<file path="src/sv/assert_macros.svh">
`ifndef ASSERT_MACROS_SVH
`define ASSERT_MACROS_SVH

// Checks that a condition holds in the same cycle as its trigger.
`define ASSERT_SAME(label, clk, rst, ante, cons, msg) \
   label: assert property (@(posedge clk) disable iff (rst) (ante) |-> (cons)) \
      else $error(msg);

// Checks that a condition holds in the cycle after its trigger.
`define ASSERT_NEXT(label, clk, rst, ante, cons, msg) \
   label: assert property (@(posedge clk) disable iff (rst) (ante) |=> (cons)) \
      else $error(msg);

`endif

</file>
<file path="src/sv/vlr3_pkg.sv">
`timescale 1ns / 1ps

package vlr3_pkg;

   localparam int unsigned COLOUR_BITS = 24;
   localparam int unsigned NUM_AXES    = 3;

   // Axis positions inside the per-axis vectors.
   localparam int unsigned AXIS_X = 0;
   localparam int unsigned AXIS_Y = 1;
   localparam int unsigned AXIS_Z = 2;

   // Commands from the sequencer to the step unit.
   typedef struct packed {
      logic load;
      logic advance;
   } step_ctrl_type;

endpackage

</file>
<file path="src/sv/vlr3_ifs.sv">
`timescale 1ns / 1ps

interface vlr3_req_if #(
   parameter int unsigned COORD_BITS = 3
) ();
   logic                               valid;
   logic                               ready;
   logic [COORD_BITS-1:0]              start_x;
   logic [COORD_BITS-1:0]              start_y;
   logic [COORD_BITS-1:0]              start_z;
   logic [COORD_BITS-1:0]              end_x;
   logic [COORD_BITS-1:0]              end_y;
   logic [COORD_BITS-1:0]              end_z;
   logic [vlr3_pkg::COLOUR_BITS-1:0]   colour;

   modport source (
      output valid, start_x, start_y, start_z, end_x, end_y, end_z, colour,
      input  ready
   );
   modport sink (
      input  valid, start_x, start_y, start_z, end_x, end_y, end_z, colour,
      output ready
   );
endinterface

interface vlr3_rsp_if #(
   parameter int unsigned COORD_BITS = 3
) ();
   logic                               valid;
   logic                               ready;
   logic [COORD_BITS-1:0]              voxel_x;
   logic [COORD_BITS-1:0]              voxel_y;
   logic [COORD_BITS-1:0]              voxel_z;
   logic [vlr3_pkg::COLOUR_BITS-1:0]   voxel_colour;
   logic                               last_voxel;

   modport source (
      output valid, voxel_x, voxel_y, voxel_z, voxel_colour, last_voxel,
      input  ready
   );
   modport sink (
      input  valid, voxel_x, voxel_y, voxel_z, voxel_colour, last_voxel,
      output ready
   );
endinterface

</file>
<file path="src/sv/vlr3_setup.sv">
`timescale 1ns / 1ps

module vlr3_setup #(
   parameter int unsigned COORD_BITS = 3
) (
   input  logic                                              clock,
   input  logic                                              capture,
   input  logic [vlr3_pkg::NUM_AXES-1:0][COORD_BITS-1:0]     start_pos_in,
   input  logic [vlr3_pkg::NUM_AXES-1:0][COORD_BITS-1:0]     end_pos_in,
   output logic [vlr3_pkg::NUM_AXES-1:0][COORD_BITS-1:0]     start_pos,
   output logic [vlr3_pkg::NUM_AXES-1:0][COORD_BITS-1:0]     mag,
   output logic [vlr3_pkg::NUM_AXES-1:0]                     neg,
   output logic [vlr3_pkg::NUM_AXES-1:0]                     major,
   output logic [COORD_BITS-1:0]                             mag_major,
   output logic [vlr3_pkg::NUM_AXES-1:0][COORD_BITS+2:0]     err_init
);

   logic [vlr3_pkg::NUM_AXES-1:0][COORD_BITS-1:0] start_ff;
   logic [vlr3_pkg::NUM_AXES-1:0][COORD_BITS-1:0] end_ff;

   always_ff @(posedge clock) begin
      if (capture) begin
         start_ff <= start_pos_in;
         end_ff   <= end_pos_in;
      end
   end

   assign start_pos = start_ff;

   // Per-axis absolute delta and direction.
   always_comb begin
      for (int i = 0; i < vlr3_pkg::NUM_AXES; i++) begin
         neg[i] = end_ff[i] < start_ff[i];
         mag[i] = neg[i] ? (start_ff[i] - end_ff[i]) : (end_ff[i] - start_ff[i]);
      end
   end

   // Driving axis: largest delta, ties resolved toward x, then y.
   always_comb begin
      major = '0;
      if ((mag[vlr3_pkg::AXIS_X] >= mag[vlr3_pkg::AXIS_Y]) &&
          (mag[vlr3_pkg::AXIS_X] >= mag[vlr3_pkg::AXIS_Z])) begin
         major[vlr3_pkg::AXIS_X] = 1'b1;
         mag_major               = mag[vlr3_pkg::AXIS_X];
      end else if (mag[vlr3_pkg::AXIS_Y] >= mag[vlr3_pkg::AXIS_Z]) begin
         major[vlr3_pkg::AXIS_Y] = 1'b1;
         mag_major               = mag[vlr3_pkg::AXIS_Y];
      end else begin
         major[vlr3_pkg::AXIS_Z] = 1'b1;
         mag_major               = mag[vlr3_pkg::AXIS_Z];
      end
   end

   // Initial error term, two's complement: twice the axis delta less the major delta.
   always_comb begin
      for (int i = 0; i < vlr3_pkg::NUM_AXES; i++) begin
         err_init[i] = {2'b00, mag[i], 1'b0} - {3'b000, mag_major};
      end
   end

endmodule

</file>
<file path="src/sv/vlr3_step.sv">
`timescale 1ns / 1ps
`include "assert_macros.svh"

module vlr3_step #(
   parameter int unsigned COORD_BITS = 3
) (
   input  logic                                              clock,
   input  logic                                              reset,
   input  vlr3_pkg::step_ctrl_type                           ctrl,
   input  logic [vlr3_pkg::NUM_AXES-1:0][COORD_BITS-1:0]     start_pos,
   input  logic [vlr3_pkg::NUM_AXES-1:0][COORD_BITS-1:0]     mag,
   input  logic [vlr3_pkg::NUM_AXES-1:0]                     neg,
   input  logic [vlr3_pkg::NUM_AXES-1:0]                     major,
   input  logic [COORD_BITS-1:0]                             mag_major,
   input  logic [vlr3_pkg::NUM_AXES-1:0][COORD_BITS+2:0]     err_init,
   output logic [vlr3_pkg::NUM_AXES-1:0][COORD_BITS-1:0]     pos,
   output logic                                              last
);

   localparam int unsigned ERR_BITS = COORD_BITS + 3;

   logic [vlr3_pkg::NUM_AXES-1:0][COORD_BITS-1:0] pos_ff;
   logic [vlr3_pkg::NUM_AXES-1:0][COORD_BITS-1:0] pos_in;
   logic [vlr3_pkg::NUM_AXES-1:0][ERR_BITS-1:0]   err_ff;
   logic [vlr3_pkg::NUM_AXES-1:0][ERR_BITS-1:0]   err_in;
   logic [vlr3_pkg::NUM_AXES-1:0][COORD_BITS-1:0] mag_ff;
   logic [vlr3_pkg::NUM_AXES-1:0]                 neg_ff;
   logic [vlr3_pkg::NUM_AXES-1:0]                 major_ff;
   logic [COORD_BITS-1:0]                         mag_major_ff;
   logic [COORD_BITS-1:0]                         remain_ff;

   // One voxel step: each axis either moves one unit toward its endpoint or holds.
   always_comb begin
      for (int i = 0; i < vlr3_pkg::NUM_AXES; i++) begin
         logic err_pos;
         err_pos = !err_ff[i][ERR_BITS-1] && (err_ff[i] != '0);
         err_in[i] = err_ff[i] + {2'b00, mag_ff[i], 1'b0}
                     - (err_pos ? {2'b00, mag_major_ff, 1'b0} : '0);
         if (major_ff[i] || err_pos) begin
            pos_in[i] = neg_ff[i] ? (pos_ff[i] - 1'b1) : (pos_ff[i] + 1'b1);
         end else begin
            pos_in[i] = pos_ff[i];
         end
      end
   end

   always_ff @(posedge clock) begin
      if (reset) begin
         remain_ff <= '0;
         major_ff  <= '0;
      end else if (ctrl.load) begin
         remain_ff <= mag_major;
         major_ff  <= major;
      end else if (ctrl.advance) begin
         remain_ff <= remain_ff - 1'b1;
      end
   end

   always_ff @(posedge clock) begin
      if (ctrl.load) begin
         pos_ff       <= start_pos;
         err_ff       <= err_init;
         mag_ff       <= mag;
         neg_ff       <= neg;
         mag_major_ff <= mag_major;
      end else if (ctrl.advance) begin
         pos_ff <= pos_in;
         err_ff <= err_in;
      end
   end

   assign pos  = pos_ff;
   assign last = (remain_ff == '0);

   `ASSERT_NEXT(a_load_onehot_major, clock, reset, ctrl.load, $onehot(major_ff),
                "driving axis is not one-hot after load")
   `ASSERT_SAME(a_no_step_past_end, clock, reset, ctrl.advance, remain_ff != '0,
                "step requested after the final voxel")
   `ASSERT_NEXT(a_major_moves, clock, reset, ctrl.advance && !ctrl.load,
                remain_ff == ($past(remain_ff) - 1'b1),
                "voxel countdown did not decrement on a step")

endmodule

</file>
<file path="src/sv/voxel_line_rasterizer_3d.sv">
`timescale 1ns / 1ps
`include "assert_macros.svh"

// Start-up: an accepted request is registered into SETUP, where the step unit loads,
// and the first voxel is offered in RUN, the state after SETUP.
// Throughput: one voxel per cycle while the sink is ready; a line gives
// (largest absolute delta + 1) voxels, at most 2^COORD_BITS, and the block
// returns to IDLE before the next request is taken.
// Reset: synchronous, active high; clears the sequencer and the voxel countdown.

module voxel_line_rasterizer_3d #(
   parameter int unsigned COORD_BITS = 3
) (
   input  logic              clock,
   input  logic              reset,
   vlr3_req_if.sink          req_if,
   vlr3_rsp_if.source        rsp_if
);

   // The sequencer walks through three phases. IDLE waits for a request,
   // SETUP lets the step unit load the deltas and initial error terms, and
   // RUN offers one voxel per cycle while the sink is ready, until the final voxel is taken.
   typedef enum logic [2:0] {
      ST_IDLE  = 3'b001,
      ST_SETUP = 3'b010,
      ST_RUN   = 3'b100
   } state_type;

   state_type state_ff;
   state_type state_in;

   logic                                      req_fire;
   logic                                      rsp_fire;
   logic                                      step_last;
   logic [vlr3_pkg::COLOUR_BITS-1:0]          colour_ff;
   vlr3_pkg::step_ctrl_type                   step_ctrl;

   logic [vlr3_pkg::NUM_AXES-1:0][COORD_BITS-1:0] req_start;
   logic [vlr3_pkg::NUM_AXES-1:0][COORD_BITS-1:0] req_end;
   logic [vlr3_pkg::NUM_AXES-1:0][COORD_BITS-1:0] setup_start;
   logic [vlr3_pkg::NUM_AXES-1:0][COORD_BITS-1:0] setup_mag;
   logic [vlr3_pkg::NUM_AXES-1:0]                 setup_neg;
   logic [vlr3_pkg::NUM_AXES-1:0]                 setup_major;
   logic [COORD_BITS-1:0]                         setup_mag_major;
   logic [vlr3_pkg::NUM_AXES-1:0][COORD_BITS+2:0] setup_err;
   logic [vlr3_pkg::NUM_AXES-1:0][COORD_BITS-1:0] voxel_pos;

   // A new request is taken only when no line is in progress.
   assign req_if.ready = (state_ff == ST_IDLE);
   assign req_fire     = req_if.valid && req_if.ready;
   assign rsp_fire     = rsp_if.valid && rsp_if.ready;

   assign req_start[vlr3_pkg::AXIS_X] = req_if.start_x;
   assign req_start[vlr3_pkg::AXIS_Y] = req_if.start_y;
   assign req_start[vlr3_pkg::AXIS_Z] = req_if.start_z;
   assign req_end[vlr3_pkg::AXIS_X]   = req_if.end_x;
   assign req_end[vlr3_pkg::AXIS_Y]   = req_if.end_y;
   assign req_end[vlr3_pkg::AXIS_Z]   = req_if.end_z;

   // The colour simply rides along with the line.
   always_ff @(posedge clock) begin
      if (req_fire) begin
         colour_ff <= req_if.colour;
      end
   end

   always_comb begin
      case (state_ff)
         ST_IDLE: begin
            state_in = req_fire ? ST_SETUP : ST_IDLE;
         end
         ST_SETUP: begin
            state_in = ST_RUN;
         end
         ST_RUN: begin
            state_in = (rsp_fire && step_last) ? ST_IDLE : ST_RUN;
         end
         default: begin
            state_in = ST_IDLE;
         end
      endcase
   end

   always_ff @(posedge clock) begin
      if (reset) begin
         state_ff <= ST_IDLE;
      end else begin
         state_ff <= state_in;
      end
   end

   // The step unit loads in SETUP and moves one voxel each time the current
   // voxel is taken, except after the final one.
   assign step_ctrl.load    = (state_ff == ST_SETUP);
   assign step_ctrl.advance = rsp_fire && !step_last;

   vlr3_setup #(
      .COORD_BITS (COORD_BITS)
   ) u_setup (
      .clock        (clock),
      .capture      (req_fire),
      .start_pos_in (req_start),
      .end_pos_in   (req_end),
      .start_pos    (setup_start),
      .mag          (setup_mag),
      .neg          (setup_neg),
      .major        (setup_major),
      .mag_major    (setup_mag_major),
      .err_init     (setup_err)
   );

   vlr3_step #(
      .COORD_BITS (COORD_BITS)
   ) u_step (
      .clock     (clock),
      .reset     (reset),
      .ctrl      (step_ctrl),
      .start_pos (setup_start),
      .mag       (setup_mag),
      .neg       (setup_neg),
      .major     (setup_major),
      .mag_major (setup_mag_major),
      .err_init  (setup_err),
      .pos       (voxel_pos),
      .last      (step_last)
   );

   // The step unit's position registers serve directly as the output register.
   assign rsp_if.valid        = (state_ff == ST_RUN);
   assign rsp_if.voxel_x      = voxel_pos[vlr3_pkg::AXIS_X];
   assign rsp_if.voxel_y      = voxel_pos[vlr3_pkg::AXIS_Y];
   assign rsp_if.voxel_z      = voxel_pos[vlr3_pkg::AXIS_Z];
   assign rsp_if.voxel_colour = colour_ff;
   assign rsp_if.last_voxel   = step_last;

   `ASSERT_NEXT(a_request_starts_setup, clock, reset, req_fire,
                (state_ff == ST_SETUP) && !rsp_if.valid,
                "accepted request did not enter setup")
   `ASSERT_NEXT(a_setup_offers_voxel, clock, reset, step_ctrl.load, rsp_if.valid,
                "no voxel offered after setup")
   `ASSERT_NEXT(a_last_frees_block, clock, reset, rsp_fire && step_last, req_if.ready,
                "block not ready for a new request after the final voxel")

endmodule

</file>
<file path="src/flat_wrapper.sv">
// flat-port wrapper written by rule: the top's interface ports become plain ports
module voxel_line_rasterizer_3d_flat 
#(
   parameter int unsigned COORD_BITS = 3
)
  (clock, reset, req_if_valid, req_if_start_x, req_if_start_y, req_if_start_z, req_if_end_x, req_if_end_y, req_if_end_z, req_if_colour, req_if_ready, rsp_if_valid, rsp_if_voxel_x, rsp_if_voxel_y, rsp_if_voxel_z, rsp_if_voxel_colour, rsp_if_last_voxel, rsp_if_ready);
  vlr3_req_if #(.COORD_BITS(COORD_BITS)) req_if_i ();
  vlr3_rsp_if #(.COORD_BITS(COORD_BITS)) rsp_if_i ();
  input  logic clock;
  input  logic reset;
  input wire logic [$bits(req_if_i.valid)-1:0] req_if_valid;
  input wire logic [$bits(req_if_i.start_x)-1:0] req_if_start_x;
  input wire logic [$bits(req_if_i.start_y)-1:0] req_if_start_y;
  input wire logic [$bits(req_if_i.start_z)-1:0] req_if_start_z;
  input wire logic [$bits(req_if_i.end_x)-1:0] req_if_end_x;
  input wire logic [$bits(req_if_i.end_y)-1:0] req_if_end_y;
  input wire logic [$bits(req_if_i.end_z)-1:0] req_if_end_z;
  input wire logic [$bits(req_if_i.colour)-1:0] req_if_colour;
  output wire logic [$bits(req_if_i.ready)-1:0] req_if_ready;
  output wire logic [$bits(rsp_if_i.valid)-1:0] rsp_if_valid;
  output wire logic [$bits(rsp_if_i.voxel_x)-1:0] rsp_if_voxel_x;
  output wire logic [$bits(rsp_if_i.voxel_y)-1:0] rsp_if_voxel_y;
  output wire logic [$bits(rsp_if_i.voxel_z)-1:0] rsp_if_voxel_z;
  output wire logic [$bits(rsp_if_i.voxel_colour)-1:0] rsp_if_voxel_colour;
  output wire logic [$bits(rsp_if_i.last_voxel)-1:0] rsp_if_last_voxel;
  input wire logic [$bits(rsp_if_i.ready)-1:0] rsp_if_ready;
  assign req_if_i.valid = req_if_valid;
  assign req_if_i.start_x = req_if_start_x;
  assign req_if_i.start_y = req_if_start_y;
  assign req_if_i.start_z = req_if_start_z;
  assign req_if_i.end_x = req_if_end_x;
  assign req_if_i.end_y = req_if_end_y;
  assign req_if_i.end_z = req_if_end_z;
  assign req_if_i.colour = req_if_colour;
  assign req_if_ready = req_if_i.ready;
  assign rsp_if_valid = rsp_if_i.valid;
  assign rsp_if_voxel_x = rsp_if_i.voxel_x;
  assign rsp_if_voxel_y = rsp_if_i.voxel_y;
  assign rsp_if_voxel_z = rsp_if_i.voxel_z;
  assign rsp_if_voxel_colour = rsp_if_i.voxel_colour;
  assign rsp_if_last_voxel = rsp_if_i.last_voxel;
  assign rsp_if_i.ready = rsp_if_ready;
  voxel_line_rasterizer_3d #(.COORD_BITS(COORD_BITS)) u_core (.clock(clock), .reset(reset), .req_if(req_if_i), .rsp_if(rsp_if_i));
endmodule
</file>
<file path="config.mk">
export PLATFORM = sky130hd
export DESIGN_NAME = voxel_line_rasterizer_3d_flat
export DESIGN_NICKNAME = d
export VERILOG_FILES = /design/src/sv/vlr3_pkg.sv /design/src/sv/vlr3_ifs.sv /design/src/sv/vlr3_setup.sv /design/src/sv/vlr3_step.sv /design/src/sv/voxel_line_rasterizer_3d.sv /design/src/flat_wrapper.sv
export VERILOG_INCLUDE_DIRS = /design/src /design/src/sv
export SDC_FILE = /design/constraint.sdc
export NUM_CORES = 1
export LEC_CHECK = 0
export CORE_MARGIN = 2
export CORE_UTILIZATION = 55
export DETAILED_ROUTE_END_ITERATION = 12
export DONT_BUFFER_PORTS = 1
export MAX_ROUTING_LAYER = met4
export PLACE_DENSITY = 0.66
export SLEW_MARGIN = 20
export SYNTH_ARGS = -nofsm -noshare
export SYNTH_HDL_FRONTEND = slang
export SYNTH_HIERARCHICAL = 1
export SYNTH_SLANG_ARGS = --single-unit
</file>
<file path="constraint.sdc">
create_clock -name clock -period 4.65 [get_ports clock]
set_input_delay 0 -clock clock [delete_from_list [all_inputs] [get_ports clock]]
set_output_delay 0 -clock clock [all_outputs]
set_load 0.05 [all_outputs]
</file>
== Word-level counts from Yosys, hierarchy flattened ==
Index checks and enable logic that the tools add are counted.
W data, S select, Z words.

* Register bits: 93
* Bits of input ports: 46
* Output and inout port bits: 36
* Logic and storage cells: 105

* $add $sub $neg: 22
* Order comparisons: 6
* Equal/unequal tests: 3
* Mux-type cells: 27
* Reduce and logical (&&, ||, !) cells: 26

{| class="wikitable"
|+ Operators with widths
! operator !! count
|-
| $mux W3 || 14
|-
| $mux W18 || 2
|-
| $add A6 B4 Y6 || 3
|-
| $mux W9 || 2
|-
| $reduce_bool A6 Y1 || 3
|-
| $sub A3 B3 Y3 || 6
|-
| $sub A6 B4 Y6 || 3
|-
| $sub A4 B3 Y5 || 3
|-
| $mux W4 || 3
|-
| $sub A3 B1 Y3 const B || 4
|-
| $add A3 B1 Y3 const B || 3
|-
| $ge A3 B3 Y1 || 3
|-
| $lt A3 B3 Y1 || 3
|-
| $pmux W3 S3 || 1
|-
| $logic_and A1 B1 Y1 || 8
|-
| $reduce_bool A2 Y1 || 4
|-
| $reduce_and A2 Y1 || 3
|-
| $logic_not A1 Y1 || 4
|-
| $mux W2 || 2
|-
| $eq A3 B1 Y1 const B || 1
|-
| $eq A3 B2 Y1 const B || 1
|-
| $eq A3 B3 Y1 const B || 1
|-
| $logic_not A3 Y1 || 1
|-
| $logic_or A1 B1 Y1 || 3
|-
| $mux W1 || 3
|}

== Depth between registers and ports, before layout ==
Gate-level depths: netlist of the first run.

* Word-level depth: 7
* Depth in mapped cells: 20
* Mapped depth without buffers: 18

== Cells and area by module ==
The synthesis of the first run kept the hierarchy.

{| class="wikitable"
|+ By module, submodules not included
! module !! instances !! cells each !! area an instance (um^2) !! sequential area each (um^2)
|-
| vlr3_step || 1 || 274 || 3,030.4 || 1,381.3
|-
| vlr3_setup || 1 || 198 || 1,931.9 || 540.5
|-
| voxel_line_rasterizer_3d || 1 || 41 || 888.4 || 780.7
|}

== Worst setup path after synthesis of the first run ==
No wires, ideal clock.

* Kind: register to register
* From: register u_core.u_setup.start_ff, in the netlist u_core/u_setup/start_pos[7]
* To: register u_core/u_step/err_ff[5] (netlist name), data pin
* Setup time: 0.174 ns
* Arrival time: 3.860 ns
* Required time: 4.476 ns
* Setup slack: 0.616 ns
* Cell stages (with the launch flop): 21
* Buffers on the path: 3
* Clock period less this slack: 4.034 ns
* Path through: edfxtp_1 -> inv_1 -> ha_1 -> nor2b_1 -> nor2_1 -> mux2_2 -> mux2i_1 -> clkinv_1 -> ha_1 -> o41ai_2 -> and2_1 -> buf_6 -> a32oi_2 -> buf_4 -> o21bai_1 -> a21oi_1 -> nor2_1 -> buf_4 -> nor2b_1 -> a311o_1 -> a311oi_1

{| class="wikitable"
|+ RTL lines
! element !! line !! text
|-
| start, declared || vlr3_setup.sv:18 || <nowiki>logic [vlr3_pkg::NUM_AXES-1:0][COORD_BITS-1:0] start_ff;</nowiki>
|-
| start signal, assigned || vlr3_setup.sv:23 || <nowiki>start_ff <= start_pos_in;</nowiki>
|-
| end signal, assigned || vlr3_step.sv:62 || <nowiki>err_ff <= err_init;</nowiki>
|-
| end signal, assigned || vlr3_step.sv:68 || <nowiki>err_ff <= err_in;</nowiki>
|-
| end, declared || vlr3_step.sv:24 || <nowiki>logic [vlr3_pkg::NUM_AXES-1:0][ERR_BITS-1:0] err_ff;</nowiki>
|}

==> results of run 1 <==
[per-layer routing]
| layer | global-route usage | vias to the layer above | share of wire | wire length, um |
|---|---|---|---|---|
| met5 | - | - | 0 | 0 |
| met4 | 0.0974 | 0 | 0.022 | 250 |
| met3 | 0.0353 | 17 | 0.048 | 556 |
| met2 | 0.336 | 99 | 0.47 | 5360 |
| met1 | 0.286 | 1813 | 0.46 | 5310 |
| li1 | - | 1861 | - | - |
[cell type report]
type,count,share of cell area
Clock inverter,7,0.00742
Timing Repair Buffer,54,0.0791
Multi-Input combinational cell,306,0.404
Sequential cell,93,0.411
Inverter,94,0.0537
Clock buffer,9,0.0188
Tap cell,136,0.0259
[cell usage in the layout, fill, tap and decap left out, drive strengths merged, types with 4 or more instances in the layout]
| cell type | count |
|---|---|
| inv | 96 |
| edfxtp | 84 |
| dlygate4sd3 | 46 |
| ha | 30 |
| nor2 | 26 |
| fa | 21 |
| a21oi | 21 |
| mux2i | 19 |
| nand2 | 16 |
| and2 | 16 |
| xnor2 | 16 |
| nor2b | 13 |
| o21ai | 13 |
| mux2 | 10 |
| clkbuf | 9 |
| dfxtp | 9 |
| nor3b | 9 |
| a211oi | 9 |
| buf | 8 |
| nand2b | 8 |
| xor2 | 7 |
| nand3 | 6 |
| a211o | 5 |
| maj3 | 5 |
| o22ai | 5 |
| clkinv | 5 |
| nor4 | 4 |
| or2 | 4 |
[per-stage QoR]
stage / hold WS, ps / utilization
floorplan: 64.6 / -
global placement: 68.2 / 0.576
detailed placement: 71.4 / 0.576
CTS: 197 / 0.637
global route: 228 / 0.637
finish: 210 / 0.637
[sequential cells by signal (all words and copies together) (netlist names)]
name,flops
u_core/u_step/mag_ff,9
u_core/state_ff,3
u_core/u_step/err_ff,18
u_core/u_step/mag_major_ff,3
u_core/u_setup/start_pos,9
u_core/u_setup/end_ff,9
u_core/u_step/remain_ff,3
u_core/u_step/pos,9
u_core/u_step/neg_ff,3
u_core/u_step/major_ff,3
u_core/rsp_if.voxel_colour,24
[report_power, final]
part / switching, uW / total (uW) / internal, uW
logic: 433 / 770 / 338
registers: 73.8 / 1040 / 968
clock network: 300 / 498 / 197
[worst max path at each step]
stage,end,slack (ps),cells past startpoint
after floorplan,u_core/u_step/err_ff[5],620,20
after global placement,u_core/u_step/err_ff[5],590,17
after detailed placement,u_core/u_step/err_ff[5],510,17
after CTS,u_core/u_step/err_ff[5],500,17
after global routing,u_core/u_step/err_ff[5],100,15
final,u_core/u_step/err_ff[5],450,14
[cell families (layout without fill, tap and decap cells)]
| kind of cell | after synthesis | in the layout |
|---|---|---|
| xor gates and xnor gates | 23 | 23 |
| and+or+nand+nor | 116 | 116 |
| DFF | 93 | 93 |
| adders and majority gates | 56 | 56 |
| muxes | 29 | 29 |
| buffers and inverters | 114 | 164 |
| AOI/OAI and AO/OA | 82 | 82 |
[worst min-delay path: cells and delay by family]
kind / cells / cell delay (ps)
simple gates: 2 / 220
buf+inv: 1 / 160
compound gates: 2 / 160
==> qor.json, run 1 <==
{
  "outcome": {"value": "finished, final reports clean"},
  "critical_path.top_delay_family": {"value": "compound AO/OA/AOI/OAI gates"},
  "hold_buffers": {"value": 46},
  "pin_count": {"value": 82},
  "multiInputGateArea": {"value": 2660, "unit": "um2"},
  "avg_wl_per_cell": {"value": 16.4, "unit": "um"},
  "final.min_clock_period": {"value": 4200, "unit": "ps"},
  "io_buffers": {"value": 0},
  "clk_latency": {"value": 370, "unit": "ps"},
  "place.detailed.hpwl": {"value": 8.08, "unit": "mm"},
  "post_cts_resize_count": {"value": 0},
  "max-cap-violations": {"value": 0},
  "tightest_slew": {"value": 881, "unit": "ps"},
  "root_buffer": {"value": "sky130_fd_sc_hd__clkbuf_8"},
  "layout-drive-gt1-share": {"value": 0.101},
  "slew_headroom": {"value": 0.411},
  "fill_cells": {"value": 802},
  "fmaxAchievable": {"value": 238, "unit": "MHz"},
  "timing.rr.end": {"value": "u_core/u_step/err_ff[5]"},
  "initial_utilization": {"value": 0.567},
  "cts_sinks": {"value": 93},
  "count_of_mapped_cells_out_of_synthesis": {"value": 513},
  "worstSetupStartpointType": {"value": "flip-flop"},
  "r2r-start": {"value": "u_core/u_setup/end_ff[6]"},
  "setup_ws": {"value": 448, "unit": "ps"},
  "critical_path.endpoint_type": {"value": "flip-flop"},
  "detail_route.drc_violations": {"value": 0},
  "final_antenna_net_count": {"value": 0},
  "drt-vias-per-instance": {"value": 5.42},
  "final-setup-viol-count": {"value": 0},
  "cts.htree.levels": {"value": 3},
  "post-synth-top-area-cell": {"value": "sky130_fd_sc_hd__edfxtp_1"},
  "grt_pass1_vias": {"value": 3879},
  "post-route-cell-area": {"value": 6580, "unit": "um2"},
  "storage_cell_area": {"value": 2700, "unit": "um2"},
  "destination_of_the_worst_hold_path": {"value": "u_core/u_step/remain_ff[1]"},
  "synth.lib_cells_used.distinct": {"value": 72},
  "synth.ff_latch_count": {"value": 93},
  "routed_wirelength": {"value": 11.5, "unit": "mm"},
  "areaGrowthSynthToFinish": {"value": 12.4, "unit": "%"},
  "holdCritStartpoint": {"value": "rsp_if_ready"},
  "drt_first_iter_violations": {"value": 162},
  "timing.critical_path.from": {"value": "u_core/u_setup/end_ff[6]"},
  "vdd_ir_drop_max": {"value": 0.000279, "unit": "V"},
  "final_global_route_overflow_total": {"value": 0},
  "yosys.area_share.adder": {"value": 0.145},
  "synth.top_cells.by_count": {"value": "sky130_fd_sc_hd__inv_1, sky130_fd_sc_hd__edfxtp_1, sky130_fd_sc_hd__ha_1"},
  "synth_simple_gate_area_frac": {"value": 0.114},
  "global_route_wire_length_before_repair": {"value": 18.5, "unit": "mm"},
  "yosysTopAreaCellShare": {"value": 0.431},
  "cts_buffer_depth": {"value": 2},
  "synth_nets": {"value": 610},
  "main_combinational_cell_family_by_area_after_synthesis": {"value": "adder cells"},
  "fp.dieArea": {"value": 11500, "unit": "um2"},
  "crit_buf_inv": {"value": 1},
  "r2r_cells": {"value": 14},
  "area_contributors_post_synth": {"value": "sky130_fd_sc_hd__edfxtp_1, sky130_fd_sc_hd__fa_1, sky130_fd_sc_hd__ha_1, sky130_fd_sc_hd__inv_1, sky130_fd_sc_hd__dfxtp_1"},
  "post_synth_mux_area_share": {"value": 0.0539},
  "die_h": {"value": 107, "unit": "um"},
  "final_sum_of_negative_setup_slack": {"value": 0, "unit": "ps"},
  "ys_seq_area_frac": {"value": 0.462},
  "grt_antenna_before_repair": {"value": 0},
  "worst_path_max_fanout": {"value": 6},
  "yosys.cell_count.top_type": {"value": "sky130_fd_sc_hd__inv_1"},
  "numCtsBuffers": {"value": 9},
  "grt_start_max_net_pins": {"value": 83},
  "final-max-slew-violation-count": {"value": 0},
  "syn-cell-area": {"value": 5850, "unit": "um2"},
  "min_delay_path_depth": {"value": 5},
  "post_cts_buffers": {"value": 0},
  "total_power": {"value": 2310, "unit": "uW"},
  "num_antenna_cells": {"value": 0},
  "drt_pre_antenna_iters": {"value": 5},
  "synth_edf_count": {"value": 84},
  "finalNonFillerCells": {"value": 699},
  "cts.reportedPaths.clkPinSlew": {"value": 90, "unit": "ps"},
  "post-place-cells": {"value": 637},
  "part_of_the_cycle_the_worst_path_needs": {"value": 0.904},
  "power_leakage": {"value": 0.00264, "unit": "uW"},
  "crit_path_top_delay_cell": {"value": "sky130_fd_sc_hd__o41ai_2"},
  "detailedPlace.worstSlack": {"value": 507, "unit": "ps"},
  "timing.hold.worst.class": {"value": "primary input to flip-flop"},
  "finalHoldViolCount": {"value": 0},
  "async_reset_ff_frac": {"value": 0},
  "critical_path.cell_chain": {"value": "ha_1 > inv_1 > ha_1 > nor2b_1 > and3b_1 > o41ai_2 > and2_1 > mux2i_1 > maj3_2 > a21oi_1 > nor2_1 > nor2b_1 > a311o_1 > a311oi_1"},
  "tritoncts_clock_tree": {"value": "done"},
  "cp.arrival": {"value": 4390, "unit": "ps"},
  "worst-setup-path-type": {"value": "flip-flop to flip-flop"},
  "row_count": {"value": 37},
  "timing.clock.skew": {"value": 6.34, "unit": "ps"},
  "finalWeightedCongestion": {"value": 0.832},
  "core_region_area": {"value": 10300, "unit": "um2"},
  "vias": {"value": 3790},
  "grt_setup_unrepaired": {"value": "false"},
  "ys.flop_type": {"value": "sky130_fd_sc_hd__edfxtp_1"},
  "timing.critical_path.required": {"value": 4840, "unit": "ps"},
  "yosysWarningCount": {"value": 6},
  "power_density_over_the_cells": {"value": 351, "unit": "nW/um2"},
  "cpPeakStageDelay": {"value": 500, "unit": "ps"},
  "xor_xnor_fraction_of_synth_area": {"value": 0.0344},
  "post_layout_net_count": {"value": 655},
  "placed_inst_area": {"value": 5940, "unit": "um2"},
  "reg2reg_setup_slack": {"value": 450, "unit": "ps"},
  "postSynthAreaPerCell": {"value": 11.4, "unit": "um2"},
  "die_w": {"value": 107, "unit": "um"},
  "grt_use_total": {"value": 0.218},
  "post_synthesis_compound_gate_area_fraction": {"value": 0.106}
}
(Power assumes the default switching activity.)
==> run 2, diff against run 1 <==
Settings changed: CORE_ASPECT_RATIO from default to 0.5.
==> qor.json, run 2 (same netlist as run 1, synthesis figures left out) <==
{
  "outcome": {"value": "finished, final reports clean"},
  "drt_pre_antenna_iters": {"value": 4},
  "timing.clock.skew": {"value": 7.72, "unit": "ps"},
  "vias": {"value": 3795},
  "final_sum_of_negative_setup_slack": {"value": 0, "unit": "ps"},
  "final-setup-viol-count": {"value": 0},
  "most-common-layout-cells": {"value": "sky130_fd_sc_hd__inv_1, sky130_fd_sc_hd__edfxtp_1, sky130_fd_sc_hd__dlygate4sd3_1"},
  "fp.dieArea": {"value": 11500, "unit": "um2"},
  "die_w": {"value": 150, "unit": "um"},
  "critPathMostFrequentCell": {"value": "sky130_fd_sc_hd__inv_1"},
  "cp.arrival": {"value": 4510, "unit": "ps"},
  "worst-setup-path-type": {"value": "flip-flop to flip-flop"},
  "fmaxAchievable": {"value": 231, "unit": "MHz"},
  "critical_path.endpoint_type": {"value": "flip-flop"},
  "grt_antenna_before_repair": {"value": 0},
  "pin_count": {"value": 82},
  "numCtsBuffers": {"value": 9},
  "slew_headroom": {"value": 0.417},
  "critical_path.cell_chain": {"value": "inv_1 > ha_1 > inv_1 > fa_1 > mux2_2 > mux2i_1 > inv_1 > ha_1 > o41ai_2 > and2_1 > a32oi_2 > a211oi_1 > a211oi_1 > and2_1 > nor2b_1 > a311o_1 > nor3_1"},
  "grt_setup_unrepaired": {"value": "false"},
  "crit_buf_inv": {"value": 3},
  "min_delay_path_depth": {"value": 5},
  "root_buffer": {"value": "sky130_fd_sc_hd__clkbuf_16"},
  "power_leakage": {"value": 0.00269, "unit": "uW"},
  "final-max-slew-violation-count": {"value": 0},
  "io_buffers": {"value": 0},
  "grt_start_max_net_pins": {"value": 67},
  "areaGrowthSynthToFinish": {"value": 14.5, "unit": "%"},
  "finalWeightedCongestion": {"value": 0.857},
  "clk_latency": {"value": 340, "unit": "ps"},
  "setup_ws": {"value": 321, "unit": "ps"},
  "cts_sinks": {"value": 93},
  "tritoncts_clock_tree": {"value": "done"},
  "core_region_area": {"value": 10300, "unit": "um2"},
  "final.min_clock_period": {"value": 4330, "unit": "ps"},
  "finalHoldViolCount": {"value": 0},
  "largest_reg_flops": {"value": 24},
  "worst_path_max_fanout": {"value": 12},
  "post-route-cell-area": {"value": 6700, "unit": "um2"},
  "timing.critical_path.required": {"value": 4830, "unit": "ps"},
  "die_h": {"value": 76.9, "unit": "um"},
  "vdd_ir_drop_max": {"value": 0.000284, "unit": "V"},
  "mostFrequentLayoutCell": {"value": "sky130_fd_sc_hd__inv_1"},
  "timing.hold.worst.class": {"value": "primary input to flip-flop"},
  "grt_pass1_vias": {"value": 3834},
  "row_count": {"value": 26},
  "global_route_wire_length_before_repair": {"value": 20.2, "unit": "mm"},
  "crit_path_top_delay_cell": {"value": "sky130_fd_sc_hd__a32oi_2"},
  "max-cap-violations": {"value": 0},
  "part_of_the_cycle_the_worst_path_needs": {"value": 0.931},
  "r2r_cells": {"value": 17},
  "final_global_route_overflow_total": {"value": 0},
  "detail_route.drc_violations": {"value": 0},
  "place.detailed.hpwl": {"value": 8.31, "unit": "mm"},
  "detailedPlace.worstSlack": {"value": 363, "unit": "ps"},
  "initial_utilization": {"value": 0.569},
  "cpPeakStageDelay": {"value": 600, "unit": "ps"},
  "placed_inst_area": {"value": 5950, "unit": "um2"},
  "grt_use_total": {"value": 0.237},
  "cts.htree.levels": {"value": 3},
  "drt-vias-per-instance": {"value": 5.40},
  "critical_path.top_delay_family": {"value": "compound AO/OA/AOI/OAI gates"},
  "drt_first_iter_violations": {"value": 168},
  "fill_cells": {"value": 813},
  "cts_buffer_depth": {"value": 2},
  "post_layout_net_count": {"value": 655},
  "num_antenna_cells": {"value": 0},
  "crit_cells": {"value": 17},
  "final_antenna_net_count": {"value": 0},
  "timing.hold.ws": {"value": 219, "unit": "ps"},
  "routed_wirelength": {"value": 12.4, "unit": "mm"},
  "avg_wl_per_cell": {"value": 17.7, "unit": "um"},
  "power_density_over_the_cells": {"value": 381, "unit": "nW/um2"},
  "cts.reportedPaths.clkPinSlew": {"value": 70, "unit": "ps"},
  "worstSetupStartpointType": {"value": "flip-flop"},
  "tightest_slew": {"value": 871, "unit": "ps"},
  "layout-drive-gt1-share": {"value": 0.103},
  "total_power": {"value": 2550, "unit": "uW"}
}
[run 2: cell count changes in the layout (fill, tap and decap cells not counted)]
cell / before / now
sky130_fd_sc_hd__clkbuf_16: 0 / 9
sky130_fd_sc_hd__clkbuf_8: 9 / 0
sky130_fd_sc_hd__clkinv_1: 2 / 1
sky130_fd_sc_hd__clkinv_2: 2 / 1
sky130_fd_sc_hd__clkinv_8: 0 / 1
sky130_fd_sc_hd__inv_8: 0 / 1
[run 2: where the power goes]
part	switching, uW	internal, uW	total (uW)
combinational	448	333	781
clock	349	377	726
sequential	75.5	968	1040
total	873	1680	2550
[run 2: what timing repair did]
item | CTS | global route
setup buffers | 0 | 0
endpoints found under the setup margin | 0 | 0
resized for setup | 0 | 0
endpoints found under the hold margin | 51 | 0
hold buffers | 46 | 0
[run 2: area by class of cell]
type,count,area (um2),area share
clock buffer,9,225,0.0336
clock inverter,7,67.6,0.0101
inverter,94,353,0.0527
multi-input combinational,306,2660,0.397
sequential,93,2700,0.403
tap,140,175,0.0261
timing repair buffer,54,520,0.0777
[run 2: path summary, 6_finish.rpt]
| check | from | endpoint | slack [ps] |
|---|---|---|---|
| max | u_core/u_setup/end_ff[3] | u_core/u_step/err_ff[17] | 320 |
| max reg2reg | u_core/u_setup/end_ff[3] | u_core/u_step/err_ff[17] | 320 |
| min reg2reg | u_core/u_step/major_ff[2] | u_core/u_step/major_ff[2] | 500 |
| min | rsp_if_ready | u_core/u_step/remain_ff[1] | 220 |
[run 2: worst reg2reg max path: stages (launching register included)]
cell	delay, ps
sky130_fd_sc_hd__edfxtp_1	390
sky130_fd_sc_hd__inv_1	90
sky130_fd_sc_hd__ha_1	170
sky130_fd_sc_hd__inv_1	70
sky130_fd_sc_hd__fa_1	400
sky130_fd_sc_hd__mux2_2	290
sky130_fd_sc_hd__mux2i_1	230
sky130_fd_sc_hd__inv_1	120
sky130_fd_sc_hd__ha_1	330
sky130_fd_sc_hd__o41ai_2	110
sky130_fd_sc_hd__and2_1	260
sky130_fd_sc_hd__a32oi_2	600
sky130_fd_sc_hd__a211oi_1	170
sky130_fd_sc_hd__a211oi_1	280
sky130_fd_sc_hd__and2_1	200
sky130_fd_sc_hd__nor2b_1	50
sky130_fd_sc_hd__a311o_1	260
sky130_fd_sc_hd__nor3_1	140
[run 2: metal layers]
layer  up-vias  track usage  wire length [um]
li1       1869            -                 -
met1      1789        0.319              5880
met2       123        0.363              5640
met3        14       0.0655               790
met4         0       0.0519               138
met5         -            -                 0
[run 2: stage by stage]
stage	utilization	instances
2_1_floorplan	-	513
3_3_place_gp	0.579	641
3_5_place_dp	0.579	641
4_1_cts	0.652	703
5_1_grt	0.652	703
6_report	0.652	703
